[config.mk]
export PLATFORM = sky130hd
export DESIGN_NAME = stadium_fill_span_generator
export DESIGN_NICKNAME = d
export VERILOG_FILES = /design/src/hw/rtl/sfsg_pkg.sv /design/src/hw/rtl/sfsg_ctrl.sv /design/src/hw/rtl/sfsg_datapath.sv /design/src/hw/rtl/stadium_fill_span_generator.sv
export SDC_FILE = /design/constraint.sdc
export NUM_CORES = 1
export LEC_CHECK = 0
export BUFFER_PORTS_ARGS = -buffer_cell sky130_fd_sc_hd__buf_2
export CAP_MARGIN = 10
export CORE_MARGIN = 2
export CORE_UTILIZATION = 55
export CTS_BUF_LIST = sky130_fd_sc_hd__clkbuf_8
export CTS_CLUSTER_DIAMETER = 80
export DETAILED_ROUTE_END_ITERATION = 12
export GPL_ROUTABILITY_DRIVEN = 0
export PLACE_DENSITY = 0.82
export SLEW_MARGIN = 10
export SYNTH_ARGS = -nofsm -noshare
export SYNTH_HDL_FRONTEND = slang
export SYNTH_HIERARCHICAL = 1
export SYNTH_SLANG_ARGS = --single-unit
[constraint.sdc]
create_clock -name clk_i -period 10.74 [get_ports clk_i]
set_input_delay 0 -clock clk_i [delete_from_list [all_inputs] [get_ports clk_i]]
set_output_delay 0 -clock clk_i [all_outputs]
set_load 0.01 [all_outputs]
[src/hw/rtl/sfsg_pkg.sv]
// shared types and constants for the stadium fill span generator
package sfsg_pkg;

  localparam int unsigned XW   = 12;  // column width
  localparam int unsigned YW   = 12;  // origin row width
  localparam int unsigned BWW  = 12;  // body width field
  localparam int unsigned HTW  = 8;   // height field
  localparam int unsigned CW   = 32;  // color width
  localparam int unsigned LW   = 13;  // span length width
  localparam int unsigned RW   = 13;  // row width
  localparam int unsigned OW   = 26;  // linear offset width
  localparam int unsigned BMW  = 13;  // bitmap width register

  localparam logic [BMW-1:0] BITMAP_WIDTH_RESET = 13'd64;
  localparam logic [LW-1:0]  SPAN_LEN_MAX       = 13'd8191;

  typedef struct packed {
    logic [XW-1:0]  orig_x;
    logic [YW-1:0]  orig_y;
    logic [BWW-1:0] body_width;
    logic [HTW-1:0] height;
    logic [CW-1:0]  fill_color;
  } sfsg_in_t;

  typedef struct packed {
    logic [XW-1:0] x_start;
    logic [LW-1:0] span_length;
    logic [RW-1:0] row_top;
    logic [RW-1:0] row_bottom;
    logic [OW-1:0] offset_top;
    logic [OW-1:0] offset_bottom;
    logic [CW-1:0] span_color;
    logic          last_span;
  } sfsg_out_t;

  typedef struct packed {
    logic load_cmd;   // latch a new command
    logic sq_init;    // load the radicand for the current step
    logic sq_step;    // one root digit
    logic calc;       // span geometry and offset products
    logic load_out;   // move the span into the output register
    logic next_step;  // advance to the next step
  } sfsg_cmd_t;

  typedef struct packed {
    logic h_zero;
    logic is_last;
    logic out_free;
  } sfsg_sts_t;

endpackage

[src/hw/rtl/sfsg_ctrl.sv]
// sequencer for the span generator: command, root digits, span calc, emit
module sfsg_ctrl #(
  parameter int unsigned SqIters = 7
) (
  input  logic              clk_i,
  input  logic              rst_ni,
  input  logic              in_valid_i,
  output logic              in_ready_o,
  input  sfsg_pkg::sfsg_sts_t sts_i,
  output sfsg_pkg::sfsg_cmd_t cmd_o
);
  import sfsg_pkg::*;

  localparam int unsigned IW = (SqIters > 1) ? $clog2(SqIters) : 1;
  localparam logic [IW-1:0] IterLast = IW'(SqIters - 1);

  typedef enum logic [4:0] {
    ST_IDLE  = 5'b00001,
    ST_SETUP = 5'b00010,
    ST_SQRT  = 5'b00100,
    ST_CALC  = 5'b01000,
    ST_EMIT  = 5'b10000
  } state_e;

  state_e        state_q, state_d;
  logic [IW-1:0] iter_q, iter_d;

  always_comb begin
    state_d = state_q;
    iter_d  = iter_q;
    cmd_o   = '0;
    unique case (state_q)
      ST_IDLE: begin
        if (in_valid_i) begin
          cmd_o.load_cmd = 1'b1;
          state_d        = ST_SETUP;
        end
      end
      ST_SETUP: begin
        if (sts_i.h_zero) begin
          state_d = ST_IDLE;
        end else begin
          cmd_o.sq_init = 1'b1;
          iter_d        = '0;
          state_d       = ST_SQRT;
        end
      end
      ST_SQRT: begin
        cmd_o.sq_step = 1'b1;
        iter_d        = iter_q + IW'(1);
        if (iter_q == IterLast) begin
          state_d = ST_CALC;
        end
      end
      ST_CALC: begin
        cmd_o.calc = 1'b1;
        state_d    = ST_EMIT;
      end
      ST_EMIT: begin
        if (sts_i.out_free) begin
          cmd_o.load_out = 1'b1;
          if (sts_i.is_last) begin
            state_d = ST_IDLE;
          end else begin
            cmd_o.next_step = 1'b1;
            state_d         = ST_SETUP;
          end
        end
      end
      default: begin
        state_d = ST_IDLE;
      end
    endcase
  end

  assign in_ready_o = (state_q == ST_IDLE);

  always_ff @(posedge clk_i or negedge rst_ni) begin
    if (!rst_ni) begin
      state_q <= ST_IDLE;
      iter_q  <= '0;
    end else begin
      state_q <= state_d;
      iter_q  <= iter_d;
    end
  end

endmodule

[src/hw/rtl/sfsg_datapath.sv]
// command registers, digit-by-digit square root, span math and output register
module sfsg_datapath #(
  parameter int unsigned MaxHeight = 128,
  parameter int unsigned HW        = 7,
  parameter int unsigned SqIters   = 7
) (
  input  logic                  clk_i,
  input  logic                  rst_ni,
  input  sfsg_pkg::sfsg_cmd_t   cmd_i,
  output sfsg_pkg::sfsg_sts_t   sts_o,
  input  sfsg_pkg::sfsg_in_t    in_data_i,
  input  logic                  cfg_we_i,
  input  logic [sfsg_pkg::BMW-1:0] cfg_data_i,
  output logic                  out_valid_o,
  input  logic                  out_ready_i,
  output sfsg_pkg::sfsg_out_t   out_data_o
);
  import sfsg_pkg::*;

  localparam int unsigned VW = 2 * HW;
  localparam logic [VW-1:0] BitInit = VW'(1) << (2 * (SqIters - 1));
  localparam logic [HTW-1:0] HtMax = HTW'(MaxHeight);

  logic [BMW-1:0] bmw_q;
  logic [XW-1:0]  ox_q;
  logic [YW-1:0]  oy_q;
  logic [BWW-1:0] bw_q;
  logic [HW-1:0]  h_q, s_q;
  logic [CW-1:0]  color_q;

  logic [VW-1:0]  rem_q, root_q, bit_q;

  logic [XW-1:0]  xs_q;
  logic [LW-1:0]  len_q;
  logic [RW-1:0]  rt_q, rb_q;
  logic [OW-1:0]  pt_q, pb_q;
  logic           last_q;

  logic           out_valid_q;
  sfsg_out_t      out_q;

  // command decode
  logic [HTW-1:0] ht_clamp;
  logic [HW-1:0]  h_new;
  assign ht_clamp = (in_data_i.height > HtMax) ? HtMax : in_data_i.height;
  assign h_new    = HW'(ht_clamp >> 1);

  // radicand and root digit
  logic [VW-1:0] hsq, ssq, trial;
  assign hsq   = VW'(h_q) * VW'(h_q);
  assign ssq   = VW'(s_q) * VW'(s_q);
  assign trial = root_q + bit_q;

  // span geometry
  logic [XW-1:0]  a_ext, xs_d;
  logic [XW+1:0]  sum_d;
  logic [LW-1:0]  len_d;
  logic [RW-1:0]  rt_d, rb_d;
  assign a_ext = XW'(root_q[HW-1:0]);
  assign xs_d  = (a_ext > ox_q) ? '0 : ox_q - a_ext;
  assign sum_d = (XW+2)'(ox_q) + (XW+2)'(bw_q) + (XW+2)'(a_ext) - (XW+2)'(xs_d);
  assign len_d = (sum_d > (XW+2)'(SPAN_LEN_MAX)) ? SPAN_LEN_MAX : LW'(sum_d);
  assign rt_d  = RW'(oy_q) + RW'(h_q) - RW'(s_q);
  assign rb_d  = RW'(oy_q) + RW'(h_q) + RW'(s_q);

  logic is_last;
  assign is_last = ((HW+1)'(s_q) + (HW+1)'(1)) == (HW+1)'(h_q);

  always_ff @(posedge clk_i or negedge rst_ni) begin
    if (!rst_ni) begin
      bmw_q <= BITMAP_WIDTH_RESET;
    end else if (cfg_we_i) begin
      bmw_q <= cfg_data_i;
    end
  end

  always_ff @(posedge clk_i) begin
    if (cmd_i.load_cmd) begin
      ox_q    <= in_data_i.orig_x;
      oy_q    <= in_data_i.orig_y;
      bw_q    <= in_data_i.body_width;
      h_q     <= h_new;
      color_q <= in_data_i.fill_color;
      s_q     <= '0;
    end else if (cmd_i.next_step) begin
      s_q <= s_q + HW'(1);
    end

    if (cmd_i.sq_init) begin
      rem_q  <= hsq - ssq;
      root_q <= '0;
      bit_q  <= BitInit;
    end else if (cmd_i.sq_step) begin
      if (rem_q >= trial) begin
        rem_q  <= rem_q - trial;
        root_q <= (root_q >> 1) + bit_q;
      end else begin
        root_q <= root_q >> 1;
      end
      bit_q <= bit_q >> 2;
    end

    if (cmd_i.calc) begin
      xs_q   <= xs_d;
      len_q  <= len_d;
      rt_q   <= rt_d;
      rb_q   <= rb_d;
      pt_q   <= OW'(rt_d) * OW'(bmw_q);
      pb_q   <= OW'(rb_d) * OW'(bmw_q);
      last_q <= is_last;
    end

    if (cmd_i.load_out) begin
      out_q.x_start       <= xs_q;
      out_q.span_length   <= len_q;
      out_q.row_top       <= rt_q;
      out_q.row_bottom    <= rb_q;
      out_q.offset_top    <= pt_q + OW'(xs_q);
      out_q.offset_bottom <= pb_q + OW'(xs_q);
      out_q.span_color    <= color_q;
      out_q.last_span     <= last_q;
    end
  end

  always_ff @(posedge clk_i or negedge rst_ni) begin
    if (!rst_ni) begin
      out_valid_q <= 1'b0;
    end else if (cmd_i.load_out) begin
      out_valid_q <= 1'b1;
    end else if (out_ready_i) begin
      out_valid_q <= 1'b0;
    end
  end

  assign sts_o.h_zero   = (h_q == '0);
  assign sts_o.is_last  = last_q;
  assign sts_o.out_free = !out_valid_q || out_ready_i;

  assign out_valid_o = out_valid_q;
  assign out_data_o  = out_q;

endmodule

[src/hw/rtl/stadium_fill_span_generator.sv]
// top level of the stadium fill span generator
//
//   channel | direction | handshake             | word
//   --------+-----------+-----------------------+----------------------------
//   in      | input     | in_valid_i/in_ready_o | fill command (sfsg_in_t)
//   out     | output    | out_valid_o/out_ready_i | one span (sfsg_out_t)
//   cfg     | input     | cfg_valid_i/cfg_ready_o | bitmap_width, 13 bits
//
// each span runs these steps in order: loading the radicand, the root digits in
// the shared square root loop, geometry and offset products, and handing the span
// to the output register. a command is accepted from idle and yields height/2
// spans, height clamped to MAX_HEIGHT; height below 2 gives no span and the block
// returns to idle from its setup step.
// a new command is taken while the final span still waits in the output register.
// a stalled output holds the sequencer in its emit step; reset needs no sweep.
module stadium_fill_span_generator #(
  parameter int unsigned MAX_HEIGHT = 128
) (
  input  logic                      clk_i,
  input  logic                      rst_ni,
  input  logic                      in_valid_i,
  output logic                      in_ready_o,
  input  sfsg_pkg::sfsg_in_t        in_data_i,
  output logic                      out_valid_o,
  input  logic                      out_ready_i,
  output sfsg_pkg::sfsg_out_t       out_data_o,
  input  logic                      cfg_valid_i,
  output logic                      cfg_ready_o,
  input  logic [sfsg_pkg::BMW-1:0]  cfg_data_i
);
  import sfsg_pkg::*;

  localparam int unsigned HalfMax = MAX_HEIGHT / 2;
  localparam int unsigned HW      = $clog2(HalfMax + 1);
  localparam int unsigned SqIters = HW;

  sfsg_cmd_t cmd;
  sfsg_sts_t sts;

  assign cfg_ready_o = 1'b1;

  sfsg_ctrl #(
    .SqIters (SqIters)
  ) u_ctrl (
    .clk_i      (clk_i),
    .rst_ni     (rst_ni),
    .in_valid_i (in_valid_i),
    .in_ready_o (in_ready_o),
    .sts_i      (sts),
    .cmd_o      (cmd)
  );

  sfsg_datapath #(
    .MaxHeight (MAX_HEIGHT),
    .HW        (HW),
    .SqIters   (SqIters)
  ) u_dp (
    .clk_i       (clk_i),
    .rst_ni      (rst_ni),
    .cmd_i       (cmd),
    .sts_o       (sts),
    .in_data_i   (in_data_i),
    .cfg_we_i    (cfg_valid_i),
    .cfg_data_i  (cfg_data_i),
    .out_valid_o (out_valid_o),
    .out_ready_i (out_ready_i),
    .out_data_o  (out_data_o)
  );

endmodule

==> reports/qor.yml <==
run_status:
  outcome: "completed"
run:
  maxCapViolations: 0
placement:
  port_buffers: 230
  dpl.cell_count: 3946
  post-dp-hpwl_um: 51910
critical_path:
  r2r_slack_ns: 1.68
  crit_required_ns: 11.14
  path_class: "register to register"
  r2r-end: "u_dp/pb_q[23]$_DFFE_PP_"
  crit_top_cell: "fa_1"
  r2r_cells: 28
  endpoint_kind: "register"
  crit_arrival_ns: 9.46
  cp-start-kind: "register"
  slowest_stage: "xor2_2"
  regToRegStartpoint: "u_dp/h_q[1]$_SDFFCE_PN0P_"
  cp_max_fo: 14
  cpPeakStageDelay_ns: 0.57
yosys:
  ys_seq_elements: 379
  synth_edf_count: 329
  syn_area_per_cell_um2: 10.62
  ys_seq_area_frac: 0.3428
  ys_types: 87
  yosysTopAreaCellShare: 0.3081
  synth-main-ff-cell: "edfxtp_1"
  ys_warn_count: 6
  synth_nets: 3733
  syn-instance-count: 3021
  yosysTopAreaCell: "edfxtp_1"
  synthTopCellsByArea: "edfxtp_1, fa_1, ha_1"
  netlist_area_um2: 32070
  async_reset_ff_frac: 0.05805
sta:
  tightest_slew_ns: 1.107
  finClkSkew_ns: 0.04415
  max_slew_margin: 0.2560
  hold_viol: 0
  min_period_ns: 9.058
  rsz0062_at_grt: "no"
  setup_violations: 0
  fin_tns_setup_ns: 0
  period_share: 0.8434
  drv_slew: 0
  timing.fmax_ghz: 0.1104
hold_path:
  hold_class: "input port to register"
  min_to: "u_dp/color_q[30]$_DFFE_PP_"
  min_from: "in_data_i[30]"
  whs_path_depth: 2
clocking:
  clock_path_buffers: 3
  cts_setup_buffers: 0
  clk_latency_ns: 0.68
  htree_num_levels: 3
  post_cts_resized: 0
  cts_tree: "done"
  cts-root-buf: "clkbuf_8"
  clock-sinks: 379
  numCtsBuffers: 67
  clk_pin_slew_worst_paths_ns: 0.06
detailed_routing:
  wl_per_cell_um: 17.27
  drc: 0
  vias: 22450
  dr.first_iter.drc_count: 1340
  drt_first_pass_iters: 5
  avgViaCountPerCell: 5.371
  final_antenna_net_count: 0
  routed_wl_um: 72160
layout:
  fin_cells: 4179
  mostFrequentLayoutCells: "inv_1, edfxtp_1, nand2_1"
  area_delta_synth_final_pct: 13.80
  regArea_um2: 10990
  multi_input_area_um2: 18880
  n_fill_cell: 4514
  fin_nets: 4078
  final_common_cell: "inv_1"
  drive_gt1_frac: 0.1207
floorplan:
  num_rows: 88
  core_um2: 57700
  initial_core_util: 0.5559
  die_area_um2: 60260
  pin_count: 233
  die_w_um: 245.5
  die_h_um: 245.5
grt:
  grt_max_degree: 80
  overflow: 0
  grt_pass1_wl_um: 116400
  grt_pass1_vias: 23300
  grt_use_total: 0.2436
  antenna_found_initial: 1
==> area by class of cell <==
type / instances / area share
Clock inverter: 49 / 0.009668
Multi-Input combinational cell: 2054 / 0.5174
Clock buffer: 67 / 0.02527
Sequential cell: 379 / 0.3012
Timing Repair Buffer: 376 / 0.06980
Tap cell: 765 / 0.02623
Antenna cell: 1 / 0.00006857
Inverter: 488 / 0.05033
==> worst max path at each step <==
stage | start | endpoint | slack [ns] | cells after the start
after detailed placement | u_dp/h_q[1]$_SDFFCE_PN0P_ | u_dp/pb_q[25]$_DFFE_PP_ | 1.74 | 28
after floorplan | u_dp/h_q[1]$_SDFFCE_PN0P_ | u_dp/pb_q[16]$_DFFE_PP_ | 2.90 | 30
after global routing | u_dp/h_q[1]$_SDFFCE_PN0P_ | u_dp/pb_q[23]$_DFFE_PP_ | 1.19 | 28
after global placement | u_dp/h_q[1]$_SDFFCE_PN0P_ | u_dp/pb_q[25]$_DFFE_PP_ | 1.90 | 28
after CTS | u_dp/h_q[1]$_SDFFCE_PN0P_ | u_dp/pb_q[25]$_DFFE_PP_ | 1.74 | 28
final | u_dp/h_q[1]$_SDFFCE_PN0P_ | u_dp/pb_q[23]$_DFFE_PP_ | 1.68 | 28
==> through the flow <==
stage	utilization	hold slack, ns	setup slack (ns)	instance area, um^2
6_report	0.6325	0.04328	1.682	36500
5_1_grt	0.6325	0.02258	1.188	36500
3_5_place_dp	0.5901	0.07086	1.744	34050
3_3_place_gp	0.5901	0.06675	1.897	34050
2_1_floorplan	-	-0.2956	2.898	32070
4_1_cts	0.6325	0.001271	1.739	36490
==> sequential cells by signal (all words and copies together) (netlist names) <==
name and flops:
u_dp/len_q 13, u_ctrl/iter_q 3, u_dp/root_q 14, u_dp/out_valid_o 1
u_dp/oy_q 12, u_dp/rt_q 13, u_dp/rb_q 13, u_dp/pb_q 26
u_dp/bmw_q 13, u_dp/color_q 32, u_dp/rem_q 14, u_dp/out_data_o 136
u_dp/last_q 1, u_dp/bit_q 7, u_dp/ox_q 12, u_dp/h_q 7
u_dp/s_q 7, u_dp/xs_q 12, u_ctrl/state_q 5, u_dp/bw_q 12
u_dp/pt_q 26
==> cell families (layout without fill, tap and decap cells) <==
family,Yosys count,in the layout,synth area share
AO/OA/AOI/OAI,402,402,0.08396
XOR/XNOR,180,180,0.05021
adder cells (fa/ha/maj),618,618,0.3158
buffers and inverters,588,980,0.07015
flip-flops,379,379,0.3428
multiplexers,48,48,0.01568
other,2,3,0.0002342
AND/OR/NAND/NOR,804,804,0.1212
==> metal layers <==
layer  share of wire  GRT usage  routed length [um]  vias to the layer above
li1                -          -                   -                    10650
met3           0.067    0.04464                4819                      159
met4           0.038     0.1071                2707                        0
met2            0.48     0.4143               34690                      733
met1            0.41     0.3042               29950                    10910
met5               0          0                   0                        -
==> synth_stat cells, types with 29 or more instances <==
| cell type | number |
|---|---|
| inv_1 | 488 |
| edfxtp_1 | 329 |
| nand2_1 | 321 |
| fa_1 | 319 |
| ha_1 | 299 |
| nor2_1 | 141 |
| and2_1 | 140 |
| xnor2_1 | 118 |
| a21oi_1 | 89 |
| clkbuf_1 | 83 |
| o21ai_0 | 75 |
| xor2_1 | 59 |
| nor2b_1 | 51 |
| a21o_1 | 47 |
| nor3_1 | 31 |
| mux2i_1 | 30 |
| nand3_1 | 29 |
==> critical path, delay by kind of cell (launching register included) <==
kind,cells,cell delay [ns]
compound gates,8,2.46
xor+xnor,3,0.99
fa+ha+maj,8,3.35
buf+inv,4,0.26
simple gates,5,1.17
flops,1,0.56
==> what timing repair did <==
| item | 4_1_cts | 5_1_grt |
|---|---|---|
| setup endpoints to repair | 0 | 0 |
| hold buffers | 116 | 0 |
| hold endpoints to repair | 141 | 0 |
Power is left out: the tool's default activity adds up to more than one toggle a clock period on the data nets, which glitch-free logic cannot reach.
